`src/ptb_pkg.sv`:
```
// ptb_pkg: widths, codes, entry layout and defaults of the endpoint token bucket
// no dependencies; imported by ptb_div and per_endpoint_token_bucket

package ptb_pkg;

    localparam int PTB_NUM_ENDPOINTS = 64;

    localparam int TOKEN_W = 36;
    localparam int CAP_W   = 16;
    localparam int RATE_W  = 16;
    localparam int TIME_W  = 32;
    localparam int TPS_W   = 20;
    localparam int EP_W    = 6;
    localparam int WAIT_W  = 16;
    localparam int PROD_W  = TIME_W + RATE_W;
    localparam int LEVEL_W = PROD_W + 1;
    localparam int NEED_W  = 30;
    localparam int DEN_W   = RATE_W + TPS_W;
    localparam int QUOT_BITS = 10;
    localparam int DSR_W   = DEN_W + QUOT_BITS - 1;
    localparam int CNT_W   = 4;

    localparam logic [NEED_W-1:0] MS_PER_S = NEED_W'(1000);
    localparam logic [WAIT_W-1:0] WAIT_MAX = 16'hFFFF;

    localparam int CFG_IDX_W  = 2;
    localparam int CFG_DATA_W = TPS_W;

    localparam logic [CFG_IDX_W-1:0] CFG_DEFAULT_RATE     = 2'd0;
    localparam logic [CFG_IDX_W-1:0] CFG_DEFAULT_CAPACITY = 2'd1;
    localparam logic [CFG_IDX_W-1:0] CFG_TICKS_PER_SECOND = 2'd2;

    localparam logic [RATE_W-1:0] RST_DEFAULT_RATE     = 16'd10;
    localparam logic [CAP_W-1:0]  RST_DEFAULT_CAPACITY = 16'd10;
    localparam logic [TPS_W-1:0]  RST_TICKS_PER_SECOND = 20'd1000000;

    localparam logic [1:0] REQ_ALLOW = 2'd0;
    localparam logic [1:0] REQ_WAIT  = 2'd1;
    localparam logic [1:0] REQ_SET   = 2'd2;
    localparam logic [1:0] REQ_RESET = 2'd3;

    typedef struct packed {
        logic               valid;
        logic [TOKEN_W-1:0] tokens;
        logic [CAP_W-1:0]   cap;
        logic [RATE_W-1:0]  rate;
        logic [TIME_W-1:0]  last_time;
    } entry_t;

    localparam int ENTRY_W = 1 + TOKEN_W + CAP_W + RATE_W + TIME_W;

    typedef struct packed {
        logic busy;
        logic done;
    } div_stat_t;

endpackage

```
`src/ptb_div.sv`:
```
// ptb_div: restoring divider, one quotient bit per cycle, for the wait query
// depends on ptb_pkg

module ptb_div
    import ptb_pkg::*;
(
    input  logic                 clk,
    input  logic                 rst_n,
    input  logic                 start,
    input  logic [NEED_W-1:0]    need,
    input  logic [DEN_W-1:0]     den,
    output div_stat_t            stat,
    output logic [QUOT_BITS-1:0] quotient
);

    logic [NEED_W-1:0]    rem_reg, rem_next;
    logic [DSR_W-1:0]     dsr_reg, dsr_next;
    logic [QUOT_BITS-1:0] quo_reg, quo_next;
    logic [CNT_W-1:0]     cnt_reg, cnt_next;
    logic                 done_reg, done_next;
    logic                 busy;
    logic                 fits;

    assign busy = (cnt_reg != '0);
    assign fits = ({{(DSR_W-NEED_W){1'b0}}, rem_reg} >= dsr_reg);

    always_comb
    begin
        rem_next  = rem_reg;
        dsr_next  = dsr_reg;
        quo_next  = quo_reg;
        cnt_next  = cnt_reg;
        done_next = 1'b0;
        if (start)
        begin
            rem_next = need;
            dsr_next = {den, {(QUOT_BITS-1){1'b0}}};
            quo_next = '0;
            cnt_next = CNT_W'(QUOT_BITS);
        end
        else if (busy)
        begin
            if (fits)
            begin
                rem_next = rem_reg - dsr_reg[NEED_W-1:0];
            end
            quo_next  = {quo_reg[QUOT_BITS-2:0], fits};
            dsr_next  = dsr_reg >> 1;
            cnt_next  = cnt_reg - 1'b1;
            done_next = (cnt_reg == CNT_W'(1));
        end
    end

    always_ff @(posedge clk or negedge rst_n)
    begin
        if (!rst_n)
        begin
            cnt_reg  <= '0;
            done_reg <= 1'b0;
        end
        else
        begin
            cnt_reg  <= cnt_next;
            done_reg <= done_next;
        end
    end

    always_ff @(posedge clk)
    begin
        rem_reg <= rem_next;
        dsr_reg <= dsr_next;
        quo_reg <= quo_next;
    end

    assign stat.busy = busy;
    assign stat.done = done_reg;
    assign quotient  = quo_reg;

endmodule

```
`config.mk`:
```
export PLATFORM = sky130hd
export DESIGN_NAME = ptb_div
export DESIGN_NICKNAME = d
export VERILOG_FILES = /design/src/ptb_pkg.sv /design/src/ptb_div.sv
export SDC_FILE = /design/constraint.sdc
export NUM_CORES = 1
export LEC_CHECK = 0
export BUFFER_PORTS_ARGS = -buffer_cell sky130_fd_sc_hd__buf_2
export CAP_MARGIN = 20
export CORE_MARGIN = 3
export CORE_UTILIZATION = 52
export DETAILED_ROUTE_END_ITERATION = 8
export GPL_TIMING_DRIVEN = 0
export PLACE_DENSITY = 0.73
export SYNTH_ARGS = -nofsm -noshare
export SYNTH_HDL_FRONTEND = slang
export SYNTH_SLANG_ARGS = --single-unit
```
`constraint.sdc`:
```
create_clock -name clk -period 2.9 [get_ports clk]
set_clock_uncertainty 0.05 [all_clocks]
set_input_delay 0.145 -clock clk [delete_from_list [all_inputs] [get_ports clk]]
set_output_delay 0.145 -clock clk [all_outputs]
set_load 0.01 [all_outputs]
```
After elaboration in Yosys (flattened, before gate mapping):

Cells that the tools add are included.

* register bits: 90
* bits of input ports: 69
* output and inout bits: 12
* word-level logic and storage cells: 23

* add/sub/neg operators: 2
* magnitude comparators: 1
* equal/unequal tests: 1
* muxes and demuxes: 9
* reduce and logical (&&, ||, !) cells: 4

Operator list (count)
* $mux W30: 3
* $mux W45: 2
* $ge A30 B45 Y1: 1
* $sub A30 B30 Y30: 1
* $mux W4: 2
* $eq A4 B1 Y1 const B: 1
* $reduce_bool A2 Y1: 2
* $reduce_bool A4 Y1: 1
* $sub A4 B1 Y4 const B: 1
* $mux W1: 2
* $reduce_and A2 Y1: 1

Depth between registers and ports, before layout:

* word-level depth: 4
* mapped depth: 10
* mapped depth without buffers: 10

Least setup slack after synthesis:

No wires, ideal clock.

* path type: register -> register
* start: reg rem_reg[8]
* end: reg rem_reg[0], enable pin
* library setup time: 0.465 ns
* data arrival time: 2.601 ns
* required time: 2.385 ns
* slack: -0.216 ns
* stages on the path, launching flop included: 9
* buffers on the path: 0
* clock period less this slack: 3.116 ns
* cells stage by stage: edfxtp_1 > ha_1 > a211o_1 > a21oi_4 > a21oi_1 > o31ai_2 > a311oi_2 > o31ai_1 > nand2_1

* cells in the longest elaborated chain, start to end: 3

RTL lines
* start, declared: line ptb_div.sv:16 `logic [NEED_W-1:0] rem_reg, rem_next;`
* start signal, assigned: line ptb_div.sv:70 `rem_reg <= rem_next;`
* $ge A30 B45 Y1: line ptb_div.sv:25 `assign fits = ({{(DSR_W-NEED_W){1'b0}}, rem_reg} >= dsr_reg);`
* $reduce_bool A2 Y1 (no source line)
* $reduce_and A2 Y1 (no source line)

No other way between the ends.
A chain may end at the register's enable or synchronous reset.

Worst setup path after layout:

* start: reg rem_reg[19]
* end: reg rem_reg[19], enable pin

Same word-level chain as after synthesis.

==> impl_metrics.py <==
metrics = {
    "clocking": {
        "clk_pin_slew_ns": 0.09,
        "clock-sinks": 90,
        "cts_made_buffers": 9,
        "cts_tree": "yes",
        "clock-root-buffer": "clkbuf_8",
        "clockBufferDepth": 2,
        "clk_latency_ns": 0.37,
        "htree_levels": 3,
    },
    "drt": {
        "vias": 5041,
        "wl_per_cell_um": 16.8,
        "drc": 0,
        "routed_wl_mm": 14.8,
        "vias_per_cell": 5.72,
        "drt-initial-drc-count": 456,
        "dr.pass1.iters": 5,
        "ant_nets": 0,
    },
    "critical_path": {
        "crit_top_cell": "o31ai_4",
        "regToRegSetupSlack_ns": 0.04,
        "crit_arrival_ns": 2.87,
        "start_kind": "flip-flop",
        "required_ns": 2.91,
        "critical_path_class": "reg2reg",
        "worstSetupEndpointType": "flip-flop",
        "worstPathCellList": "ha_1, buf_2, and4_1, nand2_1, a211oi_2, o31ai_4, a311oi_4, o31ai_4, buf_6, nand2_8",
        "cpPeakStageDelay_ns": 0.39,
        "slowest_stage": "edfxtp_1",
        "worstPathMaxFanout": 9,
    },
    "sta": {
        "rsz0062_at_grt": "true",
        "min_period_over_period": 0.987,
        "maxSlewViolCount": 0,
        "slew_headroom": 0.330,
        "fmax_ghz": 0.349,
        "tightest_slew_ns": 0.999,
        "hold_viol_final": 0,
        "period_needed_ns": 2.86,
        "setup_viol": 0,
        "setup_tns_ns": 0,
    },
    "die": {
        "die_y_um": 109,
        "die_w_um": 109,
        "io_pins": 81,
        "coreArea_um2": 10000,
        "num_rows": 36,
        "start_util": 0.548,
        "die_area_um2": 11900,
    },
    "place": {
        "place_area_um2": 6070,
        "gp_congestion": 0.911,
        "port_buffers": 79,
        "hpwl_mm": 10.0,
    },
    "power_and_ir_drop": {
        "p_int_mw": 2.54,
        "powerDensity_nw_per_um2": 560,
        "switching_share": 0.348,
        "switchingPower_mw": 1.35,
        "comb_power_share": 0.373,
        "pwr-share-seq": 0.417,
        "p_leak_nw": 2.87,
        "p_clk_frac": 0.210,
        "irDropWorstVdd_mv": 0.322,
    },
    "logic_synthesis": {
        "syn-instance-count": 606,
        "yosysWarnings": 0,
        "yosys.area.top_type": "edfxtp_1",
        "yosysUniqueCellTypes": 64,
        "synth_seq_cells": 90,
        "synth_edf_count": 66,
        "synth_area_leaders": "edfxtp_1 (36%), nand2_1 (9.4%), ha_1 (7.5%), dfxtp_1 (6.9%), o21ai_0 (4.5%)",
        "synth_top_area_share": 0.360,
        "syn_area_um2": 5510,
        "async_flop_share": 0.0556,
        "synthFlopType": "edfxtp_1",
        "avgSynthCellArea_um2": 9.08,
        "ys_seq_area_frac": 0.452,
        "syn-num-nets": 709,
    },
    "global_route": {
        "grt_usage": 0.252,
        "first_global_vias": 4903,
        "grt_overflow_total": 0,
        "grt_max_degree": 37,
        "antenna_found_initial": 0,
        "grt_first_pass_wirelength_mm": 23.4,
    },
    "cells_and_area": {
        "post-route-util": 0.691,
        "drive_above_1_share": 0.207,
        "num-fill-cells": 806,
        "fin_nets": 847,
        "seq_area_um2": 2490,
        "area_delta_synth_final_pct": 26.2,
        "multiInputGateArea_um2": 3010,
        "diodes": 0,
        "design_area_um2": 6950,
        "largest_reg_flops": 45,
    },
    "min_path": {
        "min_path_type": "in2reg",
    },
    "outcome": {
        "status": "finished, final reports clean",
    },
    "flow_run": {
        "max-cap-violations": 0,
    },
}
-- area by class of cell --
| cell class | count | share of cell area |
|---|---|---|
| clock buffers | 11 | 0.0204 |
| multi-input cells | 449 | 0.433 |
| flip-flops and latches | 90 | 0.358 |
| well taps | 133 | 0.0240 |
| clock inverters | 5 | 0.00522 |
| plain buffers | 30 | 0.0196 |
| repair buffers | 125 | 0.118 |
| inverters | 39 | 0.0211 |
-- power by group through the flow --
stage | Combinational, mW | Clock (mW) | Sequential [mW]
finish | 1.45 | 0.818 | 1.62
global placement | 1.21 | 0 | 1.64
floorplan | 0.955 | 0 | 1.62
global route | 1.60 | 0.883 | 1.64
CTS | 1.31 | 0.831 | 1.61
detailed placement | 1.24 | 0 | 1.64
-- Yosys cell counts, types with 6 or more instances --
master    number
nor2b_1        8
inv_1         37
a21oi_1       47
nor3_1         7
o31ai_1       26
o21a_1         7
a21o_1        12
nand2_1      138
ha_1          33
dfxtp_1       19
edfxtp_1      66
o21ai_0       50
nand3_1       10
o21bai_1       7
nand2b_1       6
xor2_1         9
nor2_1        12
xnor2_1       13
clkbuf_1      21
-- worst paths after layout --
check                                            to  cells after the start                startpoint
max                           rem_reg[19]$_DFFE_PP_                     10     rem_reg[19]$_DFFE_PP_
min                           dsr_reg[21]$_DFFE_PP_                      3                   den[12]
max reg2reg                   rem_reg[19]$_DFFE_PP_                     10     rem_reg[19]$_DFFE_PP_
min reg2reg                quotient[9]$_SDFFE_PP0N_                      2  quotient[9]$_SDFFE_PP0N_
max in group asynchronous    cnt_reg[2]$_DFFE_PN0P_                      2                     rst_n
min in group asynchronous    cnt_reg[0]$_DFFE_PN0P_                      2                     rst_n
-- cell families (layout without fill, tap and decap cells) --
kind of cell | count (synthesis) | after routing | share of synthesized area
buf+inv | 70 | 210 | 0.0498
flops | 90 | 90 | 0.452
xor+xnor | 22 | 22 | 0.0350
compound gates | 180 | 180 | 0.212
simple gates | 210 | 213 | 0.173
fa+ha+maj | 34 | 34 | 0.0786
-- critical path, delay by kind of cell (launching register included) --
kind,cells,cell delay (ns)
AOI/OAI and AO/OA,4,0.97
and+or+nand+nor,3,0.49
DFF,1,0.39
buffers and inverters,2,0.37
adders and majority gates,1,0.28
-- what timing repair did --
item | in CTS | in global routing
buffers inserted | 11 | 6
gates cloned | 2 | 1
pin swaps | 4 | 11
hold endpoints to repair | 33 | 0
hold buffers | 29 | 0
resized for setup | 12 | 30
setup endpoints to repair | 31 | 69
-- placed cells by master (no fill, tap or decap), types with 6 or more instances in the layout --
cell / Yosys / final
xor2_1: 9 / 9
o21bai_1: 7 / 6
a21oi_1: 47 / 45
ha_1: 33 / 27
clkbuf_1: 21 / 21
a21o_1: 12 / 12
o21ai_0: 50 / 50
nand2b_1: 6 / 6
nand2_1: 138 / 136
nor2b_1: 8 / 8
dlygate4sd3_1: 0 / 29
o31ai_1: 26 / 25
nor3_1: 7 / 7
clkbuf_8: 0 / 10
inv_1: 37 / 37
xnor2_1: 13 / 13
o21a_1: 7 / 7
nand3_1: 10 / 9
nor2_1: 12 / 11
buf_4: 2 / 17
buf_2: 3 / 80
dfxtp_1: 19 / 19
edfxtp_1: 66 / 66
-- stage by stage --
stage                     instances  power (mW)  hold WS [ns]  setup slack (ns)
final                           882        3.89        0.0140            0.0374
after global placement          818        2.84       -0.0868            -0.530
after global routing            882        4.12        0.0195           -0.0354
after CTS                       876        3.76      0.000920            0.0234
after floorplan                 606        2.58        -0.201            0.0320
after detailed placement        818        2.89       -0.0846            -0.586
-- routing by layer --
| layer | vias to the layer above | part of all wire | GRT usage | wire, um |
|---|---|---|---|---|
| li1 | 2441 | - | - | - |
| met1 | 2389 | 0.44 | 0.338 | 6470 |
| met2 | 182 | 0.48 | 0.413 | 7040 |
| met3 | 29 | 0.069 | 0.0497 | 1020 |
| met4 | 0 | 0.017 | 0.0757 | 250 |
| met5 | - | 0 | 0 | 0 |
Power figures use the tool's default switching activity.
