## config.mk

```make
export PLATFORM = sky130hd
export DESIGN_NAME = ptb_ram
export DESIGN_NICKNAME = d
export VERILOG_FILES = /design/src/ptb_ram.sv
export SDC_FILE = /design/constraint.sdc
export NUM_CORES = 1
export LEC_CHECK = 0
export ABC_CLOCK_PERIOD_IN_PS = 2610
export BUFFER_PORTS_ARGS = -buffer_cell sky130_fd_sc_hd__buf_2
export CAP_MARGIN = 20
export CELL_PAD_IN_SITES_DETAIL_PLACEMENT = 1
export CELL_PAD_IN_SITES_GLOBAL_PLACEMENT = 1
export CORE_MARGIN = 1
export CORE_UTILIZATION = 45
export DETAILED_ROUTE_END_ITERATION = 16
export HOLD_SLACK_MARGIN = 0.1
export PLACE_DENSITY_LB_ADDON = 0.1
export SLEW_MARGIN = 40
export SYNTH_ARGS = -nofsm -noshare
export SYNTH_HDL_FRONTEND = slang
export SYNTH_SLANG_ARGS = --single-unit
```

## constraint.sdc

```tcl
create_clock -name clk -period 2.61 [get_ports clk]
set_clock_uncertainty 0.2 [all_clocks]
set_input_delay 0.522 -clock clk [delete_from_list [all_inputs] [get_ports clk]]
set_output_delay 0.522 -clock clk [all_outputs]
set_load 0.005 [all_outputs]
```

## src/ptb_ram.sv

```systemverilog
// ptb_ram: generic single-write, single-read memory with registered read data
// no dependencies

module ptb_ram #(
    parameter int WIDTH = 8,
    parameter int DEPTH = 16,
    localparam int AW = (DEPTH > 1) ? $clog2(DEPTH) : 1
) (
    input  logic             clk,
    input  logic             we,
    input  logic [AW-1:0]    waddr,
    input  logic [WIDTH-1:0] wdata,
    input  logic [AW-1:0]    raddr,
    output logic [WIDTH-1:0] rdata
);

    logic [WIDTH-1:0] mem_reg [DEPTH];
    logic [WIDTH-1:0] rdata_reg;

    always_ff @(posedge clk)
    begin
        if (we)
        begin
            mem_reg[waddr] <= wdata;
        end
        rdata_reg <= mem_reg[raddr];
    end

    assign rdata = rdata_reg;

endmodule

```

* After elaboration in Yosys (flattened, before gate mapping)
Memories as Yosys holds them, arrays and structs flattened. A register that Yosys moved wholly into a read port is not among the register bits. Index checks and enable logic that the tools add are counted.
Storage, ports and cells: RAM bits 128, output and inout port bits 8, register bits 0, memories 1, word-level logic and storage cells 3
Memory list:
- mem_reg | words 16, bits a word 8, read ports 1, clocked after memory_dff 1, wr ports 1, RTL line 17 | logic [WIDTH-1:0] mem_reg [DEPTH];
Cells by class: muxes and demuxes 2
Operators with widths (number):
- two-way mux 1 bit | 2

* Logic depth before layout (Yosys ltp)
Gate-level depths: netlist of run 1.
word-level depth 2, mapped depth 5, gate-level depth less buffers 3

* Least setup slack after synthesis of run 1
Ideal clock, no wire load.
path kind input port to flip-flop, start point input waddr[2], end point memory mem_reg[0][0], enable pin, buffers on the path 0, setup slack 0.395 ns, setup time 0.383 ns, stages on the path 2, arrival time 1.632 ns, cells stage by stage or3b_2 -> nor3_1
RTL lines:
- start: declaration | RTL line 11 | input logic [AW-1:0] waddr,
- end: declaration | RTL line 17
Straight into the memory's write port.

==> results.md, run 1 <==
* Final hold vios at 0
* Tightest Pin Transition at 0.476 ns
* Share of post-route cells with drive strength above 1 at 0.300
* Post-DP HPWL at 6700 um
* CP cell instances: buf_2, buf_12, mux4_1, a22oi_1, nand2_1
* Worst Setup End Kind: register
* Max-cap viol count at 0
* GRT Overall Usage at 0.201
* CTS tree: built
* Clock insertion delay at the later pin of the skew report at 0.41 ns
* GPL Wtd Cong at 0.690
* Final setup vio count at 0
* Starting density of the core at 0.469
* Pleak at 2.07 nW
* Die Y at 109 um
* Mapped cell area at 0.00515 mm^2
* Syn Inst Count at 229
* Routed Antenna Nets at 0
* Cell family with most CP delay: multiplexers
* Bufs on Longest Clock Path at 2
* Period utilization at 0.692
* Post-CTS Resized at 0
* RSZ-0062 raised after global routing: no
* # rows at 38
* Distinct cells, synth at 19
* CP peak stage delay at 0.61 ns
* # nets final at 302
* Tmin final at 1.81 ns
* First-pass GRT wire length at 15700 um
* Seq/Total Area, Yosys at 0.778
* CP Max Fanout at 32
* DRT iter0 DRCs at 166
* Avg Vias per Cell at 5.57
* Status: completed
* Pre-Repair DR Iteration Count at 4
* Die Wd at 109 um
* Max frequency at 554 MHz
* Buffers on Ports at 25
* Vias in the first global route at 2596
* Clock sinks at 136
* Number of synthesized register bits at 136
* DR vias at 2436
* CTS Root Cell: clkbuf_16
* Post-CTS Setup Bufs at 0
* Antenna violations before repair at 0
* Clock input transition at the sequential cells of the worst setup and hold paths at 0.05 ns
* GR Overflow Total at 0
* Setup CP Type: in -> reg
* Worst vdd ir at 402 uV
* Fill count at 954
* Syn Area/Cell at 22.5 um^2
* Synthesis-to-layout area growth at 17.7%
* CTS Buf Count at 17
* Avg WL per Cell at 24.0 um
* CP Data Required Time at 2.71 ns
* Largest net degree at the start of global routing at 33
* Setup crit start kind: input pin
* Die area at 0.0119 mm^2
* Max-slew headroom at 0.683
* H-tree depth at 4
* Ports at 26
* ANT cells at 0
* Syn Nets at 247
* CTS Hold Buffers Added at 0
* Crit path DAT at 1.90 ns
* Fin Setup TNS at 0 ns
* Synthesis Warnings at 0
* Core area at 0.0110 mm^2
* Sum of buffers and inverters on the critical path at 2
* Hold Path Class: in -> reg
* Max FFs per register at 128
* Slowest CP cell: mux4_1
* Power Density at 788 mW/mm^2
* Remaining DRCs at 0
* Design Power at 4.78 mW
* Final WL at 10500 um
* Slew Viols, Final at 0
==> area by class of cell <==
class	instances	area (um^2)	area share
Timing Repair Buffer	46	308	0.0508
Sequential cell	136	4000	0.661
Clock buffer	28	497	0.0820
Multi-Input combinational cell	83	1060	0.174
Clock inverter	4	20.0	0.00330
Tap cell	140	175	0.0289
==> routing by layer <==
metal | part of all wire | vias to the layer above | global-route usage | wire [um]
met2 | 0.49 | 60 | 0.306 | 5160
li1 | - | 1084 | - | -
met5 | 0 | - | 0 | 0
met3 | 0.038 | 17 | 0.0484 | 403
met4 | 0.021 | 0 | 0.0878 | 221
met1 | 0.45 | 1275 | 0.276 | 4720
==> kinds of logic (layout without fill, tap and decap cells) <==
logic type,after synthesis,in the layout,share of synthesized area
AOI/OAI and AO/OA,16,16,0.0233
buffers and inverters,10,78,0.0168
and+or+nand+nor,35,35,0.0318
DFF,136,136,0.778
muxes,32,32,0.150
==> cell usage in the layout (no fill, tap or decap), types with 3 or more instances in the layout <==
cell,synthesis,layout
buf_4,1,19
mux4_2,18,18
edfxtp_1,128,128
dfxtp_1,8,8
a22oi_1,16,16
clkbuf_8,0,3
clkbuf_1,0,8
nor2_1,13,13
mux4_1,14,14
buf_2,3,25
nor3_1,4,4
clkbuf_16,0,17
clkinv_2,0,4
nand2_1,9,9
==> final timing paths <==
check	slack, ns	startpoint	cells after the start	end
setup / recovery	0.80	raddr[0]	5	rdata[0]$_DFF_P_
hold / removal	0.29	wdata[3]	1	mem_reg[4][3]$_DFFE_PP_
setup reg to reg	0.99	mem_reg[0][0]$_DFFE_PP_	3	rdata[0]$_DFF_P_
hold reg to reg	0.48	mem_reg[15][0]$_DFFE_PP_	3	rdata[0]$_DFF_P_
==> synth_stat cells <==
cell type / count / area [um^2]
clkdlybuf4s25_2: 3 / 30.0
nand3_1: 1 / 5.00
and2_1: 1 / 6.26
edfxtp_1: 128 / 3840
nor3_1: 4 / 20.0
and2b_1: 1 / 7.51
mux4_2: 18 / 405
nor2_1: 13 / 48.8
mux4_1: 14 / 368
nand2_1: 9 / 33.8
or3b_2: 1 / 8.76
buf_4: 1 / 7.51
buf_2: 3 / 15.0
nand2b_1: 2 / 12.5
buf_6: 3 / 33.8
nor2b_1: 1 / 6.26
nand3b_1: 2 / 15.0
a22oi_1: 16 / 120
dfxtp_1: 8 / 160
==> report_power, final <==
group / switching [mW] / total, mW / internal, mW
Clock: 0.809 / 2.09 / 1.28
Combinational: 0.125 / 0.225 / 0.0996
Sequential: 0.0187 / 2.46 / 2.44
==> through the flow <==
| stage | cell area [um^2] | hold WS (ns) | setup slack (ns) | cells | util |
|---|---|---|---|---|---|
| floorplan | 5150 | 0.421 | 0.395 | 229 | - |
| global placement | 5540 | 0.452 | 0.376 | 405 | 0.505 |
| detailed placement | 5540 | 0.467 | 0.346 | 405 | 0.505 |
| CTS | 6060 | 0.284 | 0.768 | 437 | 0.552 |
| global route | 6060 | 0.299 | 0.701 | 437 | 0.552 |
| finish | 6060 | 0.294 | 0.804 | 437 | 0.552 |
No activity file was read; power rests on OpenSTA's default activity.
==> run 2: changes to the inputs <==
Settings changed: ABC_CLOCK_PERIOD_IN_PS 2610 to 1700.
Clock period 2.61 ns to 1.7 ns, I/O delays scaled along.
==> run 2 against run 1 <==
Non-clock buffer count grew 7; first-iteration DRC count grew 17%; sequential share of layout area shrank 2.5 points; critical endpoint is now rdata[5]$_DFF_P_.
==> results.md, run 2 (synthesized netlist as in run 1, its figures left out) <==
* GRT met1 Usage at 0.278 (+0.00212)
* Min-Delay Path Depth at 1 (unchanged)
* ANT cells at 0 (unchanged)
* Worst R2R Start: mem_reg[0][5]$_DFFE_PP_
* Crit path DAT at 1.73 ns (-0.17 ns)
* # nets final at 309 (+2.3%)
* Avg Vias per Cell at 5.63 (+0.99%)
* Dpl ws at -0.336 ns (-0.682 ns)
* Starting density of the core at 0.469 (unchanged)
* Reg2Reg Setup Slack at 0.06 ns (-0.93 ns)
* Area of the multi-input gates at 0.00108 mm^2 (+1.9%)
* Setup crit start kind: register
* CP Max Fanout at 1 (-97%)
* Final hold vios at 0 (unchanged)
* Buffers on Ports at 25 (unchanged)
* Hold Path Class: in -> reg
* Max-slew headroom at 0.422 (-0.261)
* Period utilization at 0.963
* Final WL at 11000 um (+4.7%)
* GRT Overall Usage at 0.209 (+0.00859)
* # rows at 38 (unchanged)
* Reg2reg end: rdata[5]$_DFF_P_
* Vias in the first global route at 2660 (+2.5%)
* DR vias at 2494 (+2.4%)
* First-pass GRT wire length at 16400 um (+4.0%)
* R2r worst-path depth at 3 (unchanged)
* Die Wd at 109 um (unchanged)
* Antenna violations before repair at 0 (unchanged)
* Setup CP Type: reg -> reg
* Clock insertion delay at the later pin of the skew report at 0.41 ns (about the same)
* Met3 usage at 0.0526 (+0.00418)
* CTS Buf Count at 17 (unchanged)
* Share of post-route cells with drive strength above 1 at 0.347 (+0.0469)
* DRT iter0 DRCs at 195 (+17%)
* Final core occ at 0.573 (+0.0216)
* Max FFs per register at 128 (unchanged)
* Max-cap viol count at 0 (unchanged)
* Worst Setup End Kind: register
* CTS Hold Buffers Added at 0 (unchanged)
* GR Overflow Total at 0 (unchanged)
* Status: completed
* Core area at 0.0110 mm^2 (unchanged)
* Worst vdd ir at 697 uV (+74%)
* CTS Root Cell: clkbuf_16
* Die Y at 109 um (unchanged)
* Routed Antenna Nets at 0 (unchanged)
* Sequential Area at 0.00400 mm^2 (unchanged)
* Fill count at 935 (-2.0%)
* Largest net degree at the start of global routing at 21 (-36%)
* Post-DP HPWL at 6850 um (+2.3%)
* Post-CTS Setup Bufs at 0 (unchanged)
* CP Data Required Time at 1.79 ns (-0.92 ns)
* Die area at 0.0119 mm^2 (unchanged)
* Bufs on Longest Clock Path at 2 (unchanged)
* Ports at 26 (unchanged)
* Design Power at 8.21 mW (+72%)
* M2 GR Usage at 0.326 (+0.0198)
* Power Density at 1300 mW/mm^2 (+65%)
* Remaining DRCs at 0 (unchanged)
* Pleak at 2.16 nW (+4.6%)
* Setup ws final at 0.0627 ns (-0.741 ns)
* Tightest Pin Transition at 0.866 ns (+0.390 ns)
* Synthesis-to-layout area growth at 22.4%
* Hold Path Sink: mem_reg[15][1]$_DFFE_PP_
* Tmin final at 1.64 ns
* HP Start: wdata[1]
* Most frequent cells in the layout: 128 x edfxtp_1, 25 x buf_2, 24 x buf_4, 18 x mux4_2, 17 x clkbuf_16
* GPL Wtd Cong at 0.712 (+3.1%)
* H-tree depth at 4 (unchanged)
* Clock sinks at 136 (unchanged)
* Most common cell after layout, fill and taps aside: edfxtp_1
* Pre-Repair DR Iteration Count at 4 (unchanged)
* Final setup vio count at 0 (unchanged)
* Slew Viols, Final at 0 (unchanged)
* RSZ-0062 raised after global routing: no
* CTS tree: built
* Clock input transition at the sequential cells of the worst setup and hold paths at 0.06 ns (about the same)
* Fin Setup TNS at 0 ns (unchanged)
* Max frequency at 611 MHz
* Most Used Layer, Global Route: met2
* Avg WL per Cell at 24.8 um (+3.3%)
-- run 2: cell types whose count changed in the layout (fill, tap and decap cells not counted), sizes merged --
cell      change
clkbuf       -10
buf           +7
bufinv        +6
clkinvlp      +4
clkinv        -1
-- run 2: per-layer routing --
metal  vias to the layer above  part of all wire  wire, um
met4                         0             0.021       227
li1                       1099                 -         -
met1                      1312              0.45      4920
met2                        66              0.50      5490
met3                        17             0.034       375
met5                         -                 0         0
-- run 2: metrics by stage --
step	hold slack, ns	cell area, um^2	cells
floorplan	0.239	5160	229
global placement	0.450	5640	412
detailed placement	0.469	5640	412
CTS	0.100	6300	443
global route	0.116	6300	443
finish	0.117	6300	443
-- run 2: final cells by class --
type                       instances  area share
timing repair buffer              53      0.0612
clock inverter                    13      0.0362
tap                              140      0.0278
sequential                       136       0.636
multi-input combinational         83       0.171
clock buffer                      18      0.0681
-- run 2: worst max path at each step --
| stage | start | to | cells past startpoint |
|---|---|---|---|
| 2_1_floorplan | waddr[2] | mem_reg[3][0]$_DFFE_PP_ | 2 |
| 3_3_place_gp | raddr[0] | rdata[1]$_DFF_P_ | 6 |
| 3_5_place_dp | raddr[0] | rdata[1]$_DFF_P_ | 6 |
| 4_1_cts | mem_reg[0][5]$_DFFE_PP_ | rdata[5]$_DFF_P_ | 3 |
| 5_1_grt | mem_reg[1][5]$_DFFE_PP_ | rdata[5]$_DFF_P_ | 3 |
| 6_report | mem_reg[0][5]$_DFFE_PP_ | rdata[5]$_DFF_P_ | 3 |
-- run 2: critical path, cell delays in order (launching register included) --
cell and delay, ns:
edfxtp_1 0.41, mux4_1 0.56, a22oi_2 0.25, nand2_1 0.09
-- run 2: report_power, final --
group          leakage (nW)  switching (mW)  internal, mW
sequential             1.22          0.0252          3.75
clock                 0.306            1.33          2.73
combinational         0.635           0.207         0.168
-- run 2: what timing repair did --
item	CTS	global route
gates resized for setup	1	0
endpoints found under the setup margin	1	0
hold endpoints to repair	0	0
==> run 3: changes to the inputs <==
==> constraint.sdc (replaced) <==
create_clock -name clk -period 1.7 [get_ports clk]
set_clock_uncertainty 0.2 [all_clocks]
set_input_delay 0.255 -clock clk [delete_from_list [all_inputs] [get_ports clk]]
set_output_delay 0.255 -clock clk [all_outputs]
set_load 0.005 [all_outputs]
==> run 3 against run 2 <==
Sequential cell count did not move; worst setup slack improved by 0.050 ns; design area rose by 0.42%; sequential power barely moved; clock power fell by 5.7%; cell count rose by 1.8%; sequential share of layout area fell by 0.26 points; count of clock-buffer cells in the layout rose by 7.
==> results.md, run 3 (synthesized netlist as in run 1, its figures left out) <==
* Final setup vio count at 0 (unchanged)
* Final core occ at 0.576 (+0.00239)
* Ports at 26 (unchanged)
* Post-DP HPWL at 6890 um (+0.54%)
* Clk pwr share at 0.480 (-0.015)
* Post-Layout Inst Area at 0.00632 mm^2 (+0.42%)
* Final WL at 10200 um (-7.2%)
* Cell family with most CP delay: multiplexers
* Routed Antenna Nets at 0 (unchanged)
* CP Max Fanout at 1 (unchanged)
* Slowest CP cell: mux4_1
* CTS tree: built
* Pint at 6.50 mW (-2.3%)
* RSZ-0062 raised after global routing: no
* Switching share of power at 0.185 (-0.00550)
* Die area at 0.0119 mm^2 (unchanged)
* Avg Vias per Cell at 5.46 (-3.0%)
* Clock insertion delay at the later pin of the skew report at 0.41 ns (about the same)
* Sum of buffers and inverters on the critical path at 0 (unchanged)
* Max-cap viol count at 0 (unchanged)
* Antenna violations before repair at 0 (unchanged)
* Vias in the first global route at 2681 (+0.79%)
* Bufs on Longest Clock Path at 2 (unchanged)
* Sequential Power Share at 0.474 (+0.014)
* CP Data Required Time at 1.79 ns (about the same)
* Max FFs per register at 128 (unchanged)
* Max-slew headroom at 0.481 (+0.0590)
* Combinational Power Share at 0.047 (about the same)
* Buffers on Ports at 25 (unchanged)
* Crit path DAT at 1.67 ns (-0.06 ns)
* Most common cell after layout, fill and taps aside: edfxtp_1
* Die Wd at 109 um (unchanged)
* Cell total after placement at 411 (-0.24%)
* Starting density of the core at 0.469 (unchanged)
* Worst vdd ir at 621 uV (-11%)
* Post-Layout Cell Count at 451 (+1.8%)
* DR vias at 2464 (-1.2%)
* CTS Root Cell: clkbuf_16
* Clock input transition at the sequential cells of the worst setup and hold paths at 0.05 ns (about the same)
* Largest net degree at the start of global routing at 21 (unchanged)
* Fill count at 945 (+1.1%)
* Placed inst area at 0.00561 mm^2 (-0.53%)
* Dpl ws at -0.203 ns (+0.133 ns)
* Tightest Pin Transition at 0.777 ns (-0.0884 ns)
* CTS Buf Count at 17 (unchanged)
* Post-CTS Setup Bufs at 0 (unchanged)
* Max frequency at 630 MHz (+3.1%)
* Setup crit start kind: register
* NetSw at 1.47 mW (-5.7%)
* Status: completed
* Pleak at 2.20 nW (+1.5%)
* GPL Wtd Cong at 0.691 (-2.8%)
* Synthesis-to-layout area growth at 22.9%
* Die Y at 109 um (unchanged)
* Slew Viols, Final at 0 (unchanged)
* First-pass GRT wire length at 15700 um (-3.9%)
* Core area at 0.0110 mm^2 (unchanged)
* Period utilization at 0.934 (-0.0293)
* Sequential Area at 0.00400 mm^2 (unchanged)
* Share of post-route cells with drive strength above 1 at 0.331 (-0.0153)
* Most frequent cells in the layout: 128 x edfxtp_1, 25 x buf_2, 24 x buf_4, 18 x mux4_2, 17 x clkbuf_16
* Worst Setup End Kind: register
* Setup ws final at 0.112 ns (+0.0498 ns)
* Tmin final at 1.59 ns (-0.0498 ns)
* Power Density at 1260 mW/mm^2 (-3.3%)
* Hold Path Class: in -> reg
* Min Hold Slack at 0.211 ns (+0.0942 ns)
* Remaining DRCs at 0 (unchanged)
* Area of the multi-input gates at 0.00106 mm^2 (-1.4%)
* Design Power at 7.97 mW (-2.9%)
* GRT Overall Usage at 0.198 (-0.0112)
* GR Overflow Total at 0 (unchanged)
* Fin Setup TNS at 0 ns (unchanged)
* H-tree depth at 4 (unchanged)
* ANT cells at 0 (unchanged)
* Avg WL per Cell at 22.6 um (-8.8%)
* Pre-Repair DR Iteration Count at 4 (unchanged)
* Final hold vios at 0 (unchanged)
* # nets final at 316 (+2.3%)
* CP peak stage delay at 0.51 ns (-0.05 ns)
* CP cell instances: mux4_1, a22oi_1, nand2_1
* # rows at 38 (unchanged)
* Clock sinks at 136 (unchanged)
* Setup CP Type: reg -> reg
* DRT iter0 DRCs at 82 (-58%)
## run 3: cell count changes in the layout (fill, tap and decap cells not counted), sizes merged
cell | before | now
clkbuf | 18 | 25
dlygate4sd3 | 0 | 8
clkinvlp | 4 | 1
buf | 53 | 52
bufinv | 6 | 3
## run 3: tightest hold or removal path: stages
cell	delay, ns
buf_2	0.15
nor3_2	0.06
buf_4	0.17
## run 3: cell type report
class | instances | area share
sequential | 136 | 0.633
multi-input combinational | 83 | 0.168
clock buffer | 25 | 0.0831
timing repair buffer | 60 | 0.0704
tap | 140 | 0.0277
clock inverter | 7 | 0.0178
## run 3: metal layers
| layer | vias up | track usage | part of all wire |
|---|---|---|---|
| met3 | 14 | 0.0514 | 0.035 |
| li1 | 1110 | - | - |
| met5 | - | 0 | 0 |
| met4 | 0 | 0.0820 | 0.015 |
| met1 | 1288 | 0.259 | 0.44 |
| met2 | 52 | 0.316 | 0.51 |
## run 3: path summary, 6_finish.rpt
check,start,endpoint,slack [ns],depth (start not counted)
max,mem_reg[2][1]$_DFFE_PP_,rdata[1]$_DFF_P_,0.11,3
min,waddr[0],mem_reg[0][6]$_DFFE_PP_,0.21,3
max reg2reg,mem_reg[2][1]$_DFFE_PP_,rdata[1]$_DFF_P_,0.11,3
min reg2reg,mem_reg[13][2]$_DFFE_PP_,rdata[2]$_DFF_P_,0.47,3
## run 3: repair_timing
item | 4_1_cts | 5_1_grt
resized for setup | 0 | 0
hold endpoints to repair | 128 | 0
hold buffers | 8 | 0
## run 3: power groups by stage
stage	registers (mW)	clock network, mW	logic (mW)
after global routing	3.78	4.03	0.406
after global placement	3.84	0	0.360
final	3.78	3.83	0.372
after detailed placement	3.85	0	0.367
after floorplan	3.84	0	0.191
after CTS	3.78	3.91	0.383
